<file path="config.mk">
export PLATFORM = sky130hd
export DESIGN_NAME = chroma_downsample_rgb_to_cbcr_flat
export DESIGN_NICKNAME = d
export VERILOG_FILES = /design/src/rtl/cds_pkg.sv /design/src/rtl/cds_if.sv /design/src/rtl/chroma_downsample_rgb_to_cbcr.sv /design/src/rtl/cds_merge.sv /design/src/rtl/cds_color.sv /design/src/flat_wrapper.sv
export SDC_FILE = /design/constraint.sdc
export NUM_CORES = 1
export LEC_CHECK = 0
export BUFFER_PORTS_ARGS = -buffer_cell sky130_fd_sc_hd__buf_2
export CORE_AREA = 3 3 213 163
export CTS_CLUSTER_DIAMETER = 100
export DETAILED_ROUTE_END_ITERATION = 16
export DIE_AREA = 0 0 216 166
export PLACE_DENSITY = 0.69
export SETUP_SLACK_MARGIN = 0.3
export SLEW_MARGIN = 10
export SYNTH_ARGS = -nofsm -noshare
export SYNTH_HDL_FRONTEND = slang
export SYNTH_SLANG_ARGS = --single-unit
</file>
<file path="constraint.sdc">
create_clock -name clk_i -period 20.8 [get_ports clk_i]
set_input_delay 0 -clock clk_i [delete_from_list [all_inputs] [get_ports clk_i]]
set_output_delay 0 -clock clk_i [all_outputs]
set_load 0.01 [all_outputs]
</file>
<file path="src/rtl/cds_pkg.sv">
// Package with shared types and constants of the chroma downsampler.
package cds_pkg;

  localparam int unsigned PixelW = 24;
  localparam int unsigned ChanW  = 8;
  localparam int unsigned PosW   = 6;
  localparam int unsigned BlockW = 2;
  localparam int unsigned LogW   = 2;
  localparam int unsigned CfgIdxW  = 1;
  localparam int unsigned CfgDataW = 2;
  localparam int unsigned AccW   = 24;

  localparam logic [LogW-1:0] FactorLog2Reset   = 2'd1;
  localparam logic            VerticalModeReset = 1'b0;
  localparam logic [LogW-1:0] FactorLog2Max     = 2'd2;

  // Color conversion coefficients in 16-bit fixed point.
  localparam logic [AccW-1:0] CoefCbR   = 24'd11056;
  localparam logic [AccW-1:0] CoefCbG   = 24'd21712;
  localparam logic [AccW-1:0] CoefCrG   = 24'd27440;
  localparam logic [AccW-1:0] CoefCrB   = 24'd5328;
  localparam logic [AccW-1:0] ChromaOfs = 24'd8388608;

  typedef enum logic [CfgIdxW-1:0] {
    CfgFactorLog2   = 1'b0,
    CfgVerticalMode = 1'b1
  } cfg_idx_e;

  typedef struct packed {
    logic [ChanW-1:0] blue;
    logic [ChanW-1:0] green;
    logic [ChanW-1:0] red;
  } rgb_t;

  typedef struct packed {
    logic [LogW-1:0] factor_log2;
    logic            vertical_mode;
  } cfg_t;

endpackage

</file>
<file path="src/rtl/cds_if.sv">
// Handshake interfaces for the input, result and configuration channels.
interface cds_in_if;
  logic        valid;
  logic        ready;
  logic [23:0] pixel_a;
  logic [23:0] pixel_b;
  logic [23:0] pixel_c;
  logic [23:0] pixel_d;
  logic [5:0]  source_position;
  logic [1:0]  source_block;

  modport source (output valid, pixel_a, pixel_b, pixel_c, pixel_d, source_position,
                  source_block, input ready);
  modport sink (input valid, pixel_a, pixel_b, pixel_c, pixel_d, source_position,
                source_block, output ready);
endinterface

interface cds_out_if;
  logic        valid;
  logic        ready;
  logic [7:0]  chroma_blue;
  logic [7:0]  chroma_red;
  logic [23:0] averaged_pixel;
  logic [5:0]  dest_position;

  modport source (output valid, chroma_blue, chroma_red, averaged_pixel, dest_position,
                  input ready);
  modport sink (input valid, chroma_blue, chroma_red, averaged_pixel, dest_position,
                output ready);
endinterface

interface cds_cfg_if;
  logic       valid;
  logic       ready;
  logic [0:0] index;
  logic [1:0] data;

  modport source (output valid, index, data, input ready);
  modport sink (input valid, index, data, output ready);
endinterface

</file>
<file path="src/rtl/chroma_downsample_rgb_to_cbcr.sv">
// Top level of the chroma downsampler with input and result registers.
//
// The input channel carries up to four packed pixels plus the source position
// and source block. The first 1, 2 or 4 pixels, as set by the factor register,
// are averaged per channel; the result carries Cb, Cr, the averaged pixel and
// the position in the destination 8x8 chroma block.
// Every input transaction gives exactly one result transaction.
// An accepted transaction is held in the input register, converted
// combinationally and presented from the result register.
// One transaction is accepted every cycle as long as the
// receiver takes results; throughput is one item per cycle.
// When the receiver stalls, the result register holds its data and the input
// register fills; input ready drops only when both are occupied.
// The configuration channel is always ready; the user must write it only while idle (not enforced).
// Reset empties both registers and sets factor_log2 to 1 and horizontal mode.
module chroma_downsample_rgb_to_cbcr (
  input  logic clk_i,
  input  logic rst_ni,
  cds_in_if.sink    in_i,
  cds_cfg_if.sink   cfg_i,
  cds_out_if.source out_o
);
  import cds_pkg::*;

  cfg_t              cfg_q;
  logic              s1_valid_q, s1_valid_d;
  logic [PixelW-1:0] pa_q, pb_q, pc_q, pd_q;
  logic [PosW-1:0]   pos_q;
  logic [BlockW-1:0] blk_q;
  logic              out_valid_q, out_valid_d;
  logic [ChanW-1:0]  cb_q, cr_q, cb_d, cr_d;
  rgb_t              avg_q, avg_d;
  logic [PosW-1:0]   dest_q, dest_d;
  logic              s2_ready, s1_ready;

  assign cfg_i.ready = 1'b1;

  always_ff @(posedge clk_i or negedge rst_ni) begin
    if (!rst_ni) begin
      cfg_q.factor_log2   <= FactorLog2Reset;
      cfg_q.vertical_mode <= VerticalModeReset;
    end else if (cfg_i.valid) begin
      case (cfg_idx_e'(cfg_i.index))
        CfgFactorLog2:   cfg_q.factor_log2   <= cfg_i.data;
        CfgVerticalMode: cfg_q.vertical_mode <= cfg_i.data[0];
        default: ;
      endcase
    end
  end

  assign s2_ready    = !out_valid_q || out_o.ready;
  assign s1_ready    = !s1_valid_q || s2_ready;
  assign in_i.ready  = s1_ready;
  assign s1_valid_d  = s1_ready ? in_i.valid : s1_valid_q;
  assign out_valid_d = s2_ready ? s1_valid_q : out_valid_q;

  always_ff @(posedge clk_i or negedge rst_ni) begin
    if (!rst_ni) begin
      s1_valid_q  <= 1'b0;
      out_valid_q <= 1'b0;
    end else begin
      s1_valid_q  <= s1_valid_d;
      out_valid_q <= out_valid_d;
    end
  end

  always_ff @(posedge clk_i) begin
    if (in_i.valid && s1_ready) begin
      pa_q  <= in_i.pixel_a;
      pb_q  <= in_i.pixel_b;
      pc_q  <= in_i.pixel_c;
      pd_q  <= in_i.pixel_d;
      pos_q <= in_i.source_position;
      blk_q <= in_i.source_block;
    end
  end

  cds_merge u_merge (
    .pixel_a_i         (pa_q),
    .pixel_b_i         (pb_q),
    .pixel_c_i         (pc_q),
    .pixel_d_i         (pd_q),
    .source_position_i (pos_q),
    .source_block_i    (blk_q),
    .cfg_i             (cfg_q),
    .avg_o             (avg_d),
    .dest_position_o   (dest_d)
  );

  cds_color u_color (
    .avg_i         (avg_d),
    .chroma_blue_o (cb_d),
    .chroma_red_o  (cr_d)
  );

  always_ff @(posedge clk_i) begin
    if (s1_valid_q && s2_ready) begin
      cb_q   <= cb_d;
      cr_q   <= cr_d;
      avg_q  <= avg_d;
      dest_q <= dest_d;
    end
  end

  assign out_o.valid          = out_valid_q;
  assign out_o.chroma_blue    = cb_q;
  assign out_o.chroma_red     = cr_q;
  assign out_o.averaged_pixel = avg_q;
  assign out_o.dest_position  = dest_q;

endmodule

</file>
<file path="src/rtl/cds_merge.sv">
// Per-channel pixel averaging and destination position computation.
module cds_merge (
  input  logic [cds_pkg::PixelW-1:0] pixel_a_i,
  input  logic [cds_pkg::PixelW-1:0] pixel_b_i,
  input  logic [cds_pkg::PixelW-1:0] pixel_c_i,
  input  logic [cds_pkg::PixelW-1:0] pixel_d_i,
  input  logic [cds_pkg::PosW-1:0]   source_position_i,
  input  logic [cds_pkg::BlockW-1:0] source_block_i,
  input  cds_pkg::cfg_t              cfg_i,
  output cds_pkg::rgb_t              avg_o,
  output logic [cds_pkg::PosW-1:0]   dest_position_o
);
  import cds_pkg::*;

  logic [LogW-1:0]  lg;
  rgb_t             px_a, px_b, px_c, px_d;
  logic [ChanW+1:0] sum_b, sum_g, sum_r;
  logic [2:0]       row_idx, col_idx;
  logic [7:0]       row_full, blk_h, blk_v, dest_h, dest_v;

  assign lg   = (cfg_i.factor_log2 > FactorLog2Max) ? FactorLog2Max : cfg_i.factor_log2;
  assign px_a = pixel_a_i;
  assign px_b = pixel_b_i;
  assign px_c = pixel_c_i;
  assign px_d = pixel_d_i;

  always_comb begin
    sum_b = 10'(px_a.blue);
    sum_g = 10'(px_a.green);
    sum_r = 10'(px_a.red);
    if (lg != 2'd0) begin
      sum_b = sum_b + 10'(px_b.blue);
      sum_g = sum_g + 10'(px_b.green);
      sum_r = sum_r + 10'(px_b.red);
    end
    if (lg == FactorLog2Max) begin
      sum_b = sum_b + 10'(px_c.blue) + 10'(px_d.blue);
      sum_g = sum_g + 10'(px_c.green) + 10'(px_d.green);
      sum_r = sum_r + 10'(px_c.red) + 10'(px_d.red);
    end
  end

  assign avg_o.blue  = 8'(sum_b >> lg);
  assign avg_o.green = 8'(sum_g >> lg);
  assign avg_o.red   = 8'(sum_r >> lg);

  assign row_idx  = source_position_i[5:3];
  assign col_idx  = source_position_i[2:0];
  assign row_full = {2'b00, row_idx, 3'b000};
  assign blk_h    = {3'b000, source_block_i, 3'b000} >> lg;
  assign blk_v    = {source_block_i, 6'b000000} >> lg;
  assign dest_h   = row_full + (8'(col_idx) >> lg) + blk_h;
  assign dest_v   = (row_full >> lg) + 8'(col_idx) + blk_v;

  assign dest_position_o = cfg_i.vertical_mode ? dest_v[PosW-1:0] : dest_h[PosW-1:0];

endmodule

</file>
<file path="src/rtl/cds_color.sv">
// Fixed-point conversion of an averaged pixel to JPEG Cb and Cr.
module cds_color (
  input  cds_pkg::rgb_t             avg_i,
  output logic [cds_pkg::ChanW-1:0] chroma_blue_o,
  output logic [cds_pkg::ChanW-1:0] chroma_red_o
);
  import cds_pkg::*;

  logic [AccW-1:0] b_ext, g_ext, r_ext;
  logic [AccW-1:0] cb_acc, cr_acc;

  assign b_ext = AccW'(avg_i.blue);
  assign g_ext = AccW'(avg_i.green);
  assign r_ext = AccW'(avg_i.red);

  // The sums always stay within 0 to 2^24 - 1, so the upper byte is the result.
  assign cb_acc = ChromaOfs + (b_ext << 15) - r_ext * CoefCbR - g_ext * CoefCbG;
  assign cr_acc = ChromaOfs + (r_ext << 15) - g_ext * CoefCrG - b_ext * CoefCrB;

  assign chroma_blue_o = cb_acc[AccW-1:AccW-ChanW];
  assign chroma_red_o  = cr_acc[AccW-1:AccW-ChanW];

endmodule

</file>
<file path="src/flat_wrapper.sv">
// flat-port wrapper written by rule: the top's interface ports become plain ports
module chroma_downsample_rgb_to_cbcr_flat import cds_pkg::*;
  (clk_i, rst_ni, in_i_valid, in_i_pixel_a, in_i_pixel_b, in_i_pixel_c, in_i_pixel_d, in_i_source_position, in_i_source_block, in_i_ready, cfg_i_valid, cfg_i_index, cfg_i_data, cfg_i_ready, out_o_valid, out_o_chroma_blue, out_o_chroma_red, out_o_averaged_pixel, out_o_dest_position, out_o_ready);
  cds_in_if in_i_i ();
  cds_cfg_if cfg_i_i ();
  cds_out_if out_o_i ();
  input  logic clk_i;
  input  logic rst_ni;
  input wire logic [$bits(in_i_i.valid)-1:0] in_i_valid;
  input wire logic [$bits(in_i_i.pixel_a)-1:0] in_i_pixel_a;
  input wire logic [$bits(in_i_i.pixel_b)-1:0] in_i_pixel_b;
  input wire logic [$bits(in_i_i.pixel_c)-1:0] in_i_pixel_c;
  input wire logic [$bits(in_i_i.pixel_d)-1:0] in_i_pixel_d;
  input wire logic [$bits(in_i_i.source_position)-1:0] in_i_source_position;
  input wire logic [$bits(in_i_i.source_block)-1:0] in_i_source_block;
  output wire logic [$bits(in_i_i.ready)-1:0] in_i_ready;
  input wire logic [$bits(cfg_i_i.valid)-1:0] cfg_i_valid;
  input wire logic [$bits(cfg_i_i.index)-1:0] cfg_i_index;
  input wire logic [$bits(cfg_i_i.data)-1:0] cfg_i_data;
  output wire logic [$bits(cfg_i_i.ready)-1:0] cfg_i_ready;
  output wire logic [$bits(out_o_i.valid)-1:0] out_o_valid;
  output wire logic [$bits(out_o_i.chroma_blue)-1:0] out_o_chroma_blue;
  output wire logic [$bits(out_o_i.chroma_red)-1:0] out_o_chroma_red;
  output wire logic [$bits(out_o_i.averaged_pixel)-1:0] out_o_averaged_pixel;
  output wire logic [$bits(out_o_i.dest_position)-1:0] out_o_dest_position;
  input wire logic [$bits(out_o_i.ready)-1:0] out_o_ready;
  assign in_i_i.valid = in_i_valid;
  assign in_i_i.pixel_a = in_i_pixel_a;
  assign in_i_i.pixel_b = in_i_pixel_b;
  assign in_i_i.pixel_c = in_i_pixel_c;
  assign in_i_i.pixel_d = in_i_pixel_d;
  assign in_i_i.source_position = in_i_source_position;
  assign in_i_i.source_block = in_i_source_block;
  assign in_i_ready = in_i_i.ready;
  assign cfg_i_i.valid = cfg_i_valid;
  assign cfg_i_i.index = cfg_i_index;
  assign cfg_i_i.data = cfg_i_data;
  assign cfg_i_ready = cfg_i_i.ready;
  assign out_o_valid = out_o_i.valid;
  assign out_o_chroma_blue = out_o_i.chroma_blue;
  assign out_o_chroma_red = out_o_i.chroma_red;
  assign out_o_averaged_pixel = out_o_i.averaged_pixel;
  assign out_o_dest_position = out_o_i.dest_position;
  assign out_o_i.ready = out_o_ready;
  chroma_downsample_rgb_to_cbcr u_core (.clk_i(clk_i), .rst_ni(rst_ni), .in_i(in_i_i), .cfg_i(cfg_i_i), .out_o(out_o_i));
endmodule
</file>
==> out/results.tsv, run 1 <==
stage	metric	value	unit
run_status	status	finished clean	
timing	hold_viol_final	0	
clock_network	cts_buffer_depth	2	
synth	yosys.area.top_type_share	27.60	%
synth	synth_xor_area_share	5.205	%
timing	setup_viol_count_final	0	
min_path	hold_class	input pin to asynchronous set/reset pin	
place	dp.final_hpwl	31.72	mm
die	rows	57	
clock_network	insertion_delay	0.45	ns
synth	synth_top_family_by_area	adder cells	
synth	synth_compound_area_share	12.36	%
worst_setup_path	end_kind	flop	
worst_setup_path	path_class	flop to flop	
synth	ys_types	61	
synth	synth_fa_ha_area_share	37.21	%
timing	drv_slew	0	
detailed_routing	vias	12186	
run	cap_violations	0	
clock_network	root_buffer	clkbuf_16	
global_route	grt_pass1_vias	12509	
synth	synth_edf_count	150	
synth	yosys_warnings	0	
place	gp_congestion	0.9226	
synth	netlist_area	0.01632	mm^2
die	die-area	0.03586	mm^2
timing	fin_setup_tns	0	ns
worst_setup_path	cp_max_fo	66	
global_route	grt_max_degree	71	
worst_setup_path	cp_data_required_time	20.99	ns
detailed_routing	wl	41.05	mm
worst_setup_path	critPathSlowestCell	a21oi_1	
worst_setup_path	critPathMaxStageDelay	0.62	ns
synth	seq_area_frac_synth	28.37	%
clock_network	clk_pin_slew	0.06	ns
timing	clock_skew	0.01396	ns
timing	layout_setup_ws	10.64	ns
synth	yosys-top-cells-area	edfxtp_1 28%, ha_1 24%, fa_1 13%, inv_1 7.4%, xnor2_1 3.4%	
global_route	grt-ovfl-total	0	
place	portBuffers	159	
detailed_routing	first_pass_iters	5	
detailed_routing	dr.first_iter.drc_count	802	
worst_setup_path	critPathArrivalTime	10.34	ns
detailed_routing	remaining_drc_errors	0	
synth	synthMuxAreaShare	2.384	%
die	die_w	216	um
clock_network	cts-htree-levels	4	
synth	synth_top_area_cell	edfxtp_1	
timing	worstMarginPinSlew	1.008	ns
die	start_util	50.19	%
global_route	antenna_found_initial	0	
global_route	grt_first_pass_wirelength	66.65	mm
timing	finalCritPeriodShare	48.83	%
die	core	0.03252	mm^2
timing	period_needed	10.16	ns
finish	syn_to_final_growth	19.33	%
detailed_routing	viasPerCell	5.253	
synth	synth_ff_type	edfxtp_1	
timing	grt_setup_unrepaired	false	
clock_network	post_cts_resize_count	0	
detailed_routing	wire_per_inst	17.70	um
worst_setup_path	critPathLaunchType	flop	
detailed_routing	antenna_left	0	
finish	diodes	0	
synth	synth_async_sr_flop_share	3.226	%
synth	synthSimpleGateAreaFrac	6.524	%
die	die_y	166	um
finish	nets	2397	
synth	synth_common_cells	323 x inv_1, 311 x ha_1, 150 x edfxtp_1	
clock_network	cts_buffers	17	
timing	timing.fmax	0.09846	GHz
synth	syn_avg_cell_area	10.35	um^2
global_route	grtUsageTotal	23.67	%
die	io_pins	161	
synth	synthCells	1577	
synth	post-synth-top-count-cell	inv_1	
place	dpl_worst_slack	10.73	ns
clock_network	tritoncts	built	
clock_network	cts.sinks	155	
synth	ys_ff_latch	155	
finish	drive_gt1_share	12.30	%
timing	slew_headroom	32.06	%
metal layers:
metal,vias to the layer above,wire (um),global-route usage (%)
met3,63,2351,3.823
met2,380,18520,37.91
met1,5775,19190,33.42
met4,0,995,6.847
met5,-,0,0
li1,5968,-,-
worst paths after layout:
| path | from | end | slack (ns) | depth (start not counted) |
|---|---|---|---|---|
| setup / recovery | u_core.cfg_q[2] | u_core.out_o.chroma_red[6] | 10.64 | 39 |
| hold / removal | rst_ni | u_core.cfg_q[1] | 0.07 | 2 |
| setup reg to reg | u_core.cfg_q[2] | u_core.out_o.chroma_red[6] | 10.64 | 39 |
| hold reg to reg | u_core.s1_valid_q | u_core.out_o.valid | 0.49 | 1 |
| max in group asynchronous | rst_ni | u_core.cfg_q[2] | 20.08 | 3 |
| min in group clk_i | in_i_pixel_b[18] | u_core.pb_q[18] | 0.26 | 2 |
stage by stage:
step / hold slack [ns] / instances / instance area [um^2] / utilization, %
5_1_grt: 0.07174 / 2320 / 19480 / 59.89
3_5_place_dp: -0.1780 / 2172 / 17700 / 54.42
4_1_cts: 0.02124 / 2320 / 19480 / 59.89
3_3_place_gp: -0.1787 / 2172 / 17700 / 54.42
2_1_floorplan: -0.2956 / 1579 / 16330 / -
6_report: 0.06725 / 2320 / 19480 / 59.89
layout by cell type (no fill, tap or decap), types with 11 or more instances in the layout:
master	instances
fa_1	109
o21a_1	18
buf_2	159
o21ai_0	53
o21bai_1	13
nor2_1	74
a21o_1	41
nand2_1	45
mux2i_1	31
nor2b_1	13
inv_1	323
nand2b_1	15
and2_1	11
a211oi_1	12
a21oi_1	87
clkbuf_16	17
xnor2_1	63
ha_1	311
xor2_1	34
nor3_1	19
edfxtp_1	150
buf_4	11
dlygate4sd3_1	116
registers in the layout (all words and copies together) (netlist names):
| signal | cells |
|---|---|
| u_core.out_o.dest_position | 6 |
| u_core.s1_valid_q | 1 |
| u_core.pc_q | 24 |
| u_core.out_o.chroma_red | 8 |
| u_core.pb_q | 24 |
| u_core.pd_q | 24 |
| u_core.pos_q | 6 |
| u_core.out_o.averaged_pixel | 24 |
| u_core.out_o.valid | 1 |
| u_core.blk_q | 2 |
| u_core.pa_q | 24 |
| u_core.cfg_q | 3 |
| u_core.out_o.chroma_blue | 8 |
worst max-delay path: cells and delay by family, from the launching register on:
kind                     cells  cell delay (ns)
flip-flops                   1             0.38
AND/OR/NAND/NOR              6             1.16
buffers and inverters        7             1.06
AO/OA/AOI/OAI               13             2.85
adder cells (fa/ha/maj)     10             3.99
XOR/XNOR                     3             0.39
final cells by class:
cell class                      instances  area (um^2)
Timing Repair Buffer                  286         2039
Fill cell                            2683        13040
Sequential cell                       155         4632
Tap cell                              442        553.0
Inverter                              323         1212
Multi-Input combinational cell       1082        10420
Clock buffer                           17        425.4
Clock inverter                         15        193.9
logic make-up (layout without fill, tap and decap cells):
family	count (synthesis)	in the layout
fa+ha+maj	420	420
other cells	2	4
xor+xnor	97	97
buf+inv	342	641
flops	155	155
compound gates	302	302
mux	38	38
simple gates	221	221
what timing repair did:
item	in CTS	in global routing
hold endpoints to repair	114	0
hold buffers	116	0
setup buffers	0	0
endpoints found under the setup margin	0	0
Power of run 1 is left out: the tool's default activity adds up to more than one toggle a clock period on the data nets, which glitch-free logic cannot reach.
==> run 2, diff against run 1 <==
- clock period: 20.8 -> 10.3 ns (I/O delays scaled with it)
==> run 2 against run 1 <==
Worst hold slack worse by 0.018 ns. Non-clock buffer count rose by 8. Wire length grew 0.64%. Critical path depth is 2 lower. Critical path type unchanged. Largest cell class unchanged.
==> out/results.tsv, run 2 (synthesis gave the netlist of run 1 again) <==
stage	metric	value	unit	change
worst_setup_path	critPathSlowestCell	fa_1		
die	core	0.03252	mm^2	unchanged
detailed_routing	wire_per_inst	17.73	um	+0.21%
finish	final_common_cell	inv_1		
timing	timing.fmax	0.1055	GHz	+7.2%
min_path	hold_class	input pin to asynchronous set/reset pin		
global_route	grt_first_pass_wirelength	65.16	mm	-2.2%
timing	setup_viol_count_final	0		unchanged
clock_network	cts-htree-levels	4		unchanged
clock_network	clk_pin_slew	0.06	ns	about the same
worst_setup_path	path_class	flop to flop		
place	placed_cell_area	0.01774	mm^2	+0.25%
clock_network	cts.sinks	155		unchanged
timing	slew_headroom	29.84	%	-2.2 points
place	gp_congestion	0.9243		+0.18%
timing	clock_skew	0.01602	ns	+0.002064 ns
timing	layout_setup_ws	0.8233	ns	-9.820 ns
worst_setup_path	critPathMaxStageDelay	0.58	ns	-0.04 ns
worst_setup_path	path_buf_inv	5		-2
detailed_routing	vias	12212		+0.21%
die	rows	57		unchanged
detailed_routing	dr.first_iter.drc_count	768		-4.2%
detailed_routing	viasPerCell	5.241		-0.22%
timing	drv_slew	0		unchanged
detailed_routing	first_pass_iters	6		+1
finish	syn_to_final_growth	19.86	%	
worst_setup_path	path_delay_family	adder cells		
run_status	status	finished clean		
worst_setup_path	critPathLaunchType	flop		
worst_setup_path	cp_data_required_time	10.48	ns	-10.51 ns
worst_setup_path	critPathArrivalTime	9.66	ns	-0.68 ns
timing	hold_viol_final	0		unchanged
global_route	grt_pass1_vias	12405		-0.83%
finish	fill_cells	2693		+0.37%
die	die-area	0.03586	mm^2	unchanged
timing	period_needed	9.477	ns	-0.6801 ns
die	die_y	166	um	unchanged
global_route	grtUsageTotal	23.07	%	-0.60 points
detailed_routing	remaining_drc_errors	0		unchanged
place	portBuffers	159		unchanged
die	start_util	50.19	%	unchanged
finish	mostFrequentLayoutCells	323 x inv_1, 310 x ha_1, 159 x buf_2, 150 x edfxtp_1, 116 x dlygate4sd3_1		
place	dp.final_hpwl	31.55	mm	-0.56%
die	io_pins	161		unchanged
clock_network	tritoncts	built		
global_route	grt-ovfl-total	0		unchanged
clock_network	root_buffer	clkbuf_16		
detailed_routing	wl	41.32	mm	+0.64%
clock_network	cts_buffers	17		unchanged
timing	grt_setup_unrepaired	false		
worst_setup_path	cp_max_fo	7		-89%
clock_network	cts_buffer_depth	2		unchanged
clock_network	insertion_delay	0.45	ns	about the same
place	dpl_worst_slack	0.6140	ns	-10.12 ns
run	cap_violations	0		unchanged
finish	design_area	0.01956	mm^2	+0.44%
timing	fin_setup_tns	0	ns	unchanged
global_route	antenna_found_initial	1		+1
timing	finalCritPeriodShare	92.01	%	+43 points
global_route	grt_max_degree	66		-7.0%
finish	drive_gt1_share	13.25	%	+0.95 points
die	die_w	216	um	unchanged
timing	worstMarginPinSlew	1.048	ns	+0.04000 ns
worst_setup_path	end_kind	flop		
finish	nets	2406		+0.38%
detailed_routing	antenna_left	0		unchanged
[run 2: timing repair]
action,4_1_cts,5_1_grt
setup endpoints to repair,0,12
hold buffers,116,0
resized for setup,0,18
hold endpoints to repair,114,0
setup buffers,0,2
[run 2: layout make-up]
cell class | instances | area, um^2 | share of cell area (%)
Multi-Input combinational cell | 1083 | 10490 | 53.62
Timing Repair Buffer | 294 | 2100 | 10.73
Clock buffer | 19 | 432.9 | 2.213
Clock inverter | 13 | 141.4 | 0.7227
Antenna cell | 1 | 2.502 | 0.01279
Inverter | 323 | 1212 | 6.197
Tap cell | 442 | 553.0 | 2.827
Sequential cell | 155 | 4632 | 23.68
[run 2: routing by layer]
layer  wire length [um]  GRT usage, %  part of all wire, %
met1              19480         33.02                   47
met2              18230         35.91                   44
met3               2627         4.335                  6.4
met4                986         6.705                  2.4
met5                  0             0                    0
[run 2: stage by stage]
stage	instances	utilization, %	hold slack [ns]
floorplan	1579	-	-0.2956
global placement	2178	54.56	-0.1800
detailed placement	2178	54.56	-0.1803
CTS	2326	59.89	0.02886
global route	2330	60.16	0.04389
finish	2330	60.16	0.04878
[run 2: final timing paths]
check	cells past startpoint	slack [ns]	endpoint	start
worst max-delay path	37	0.82	u_core.out_o.chroma_red[4]	u_core.pa_q[8]
worst min-delay path	2	0.05	u_core.cfg_q[1]	rst_ni
worst max register to register	37	0.82	u_core.out_o.chroma_red[4]	u_core.pa_q[8]
worst min register to register	1	0.48	u_core.out_o.valid	u_core.s1_valid_q
max in group asynchronous	3	9.61	u_core.cfg_q[2]	rst_ni
min in group clk_i	2	0.27	u_core.pc_q[18]	in_i_pixel_c[18]
Power of run 2 is left out for the same reason.
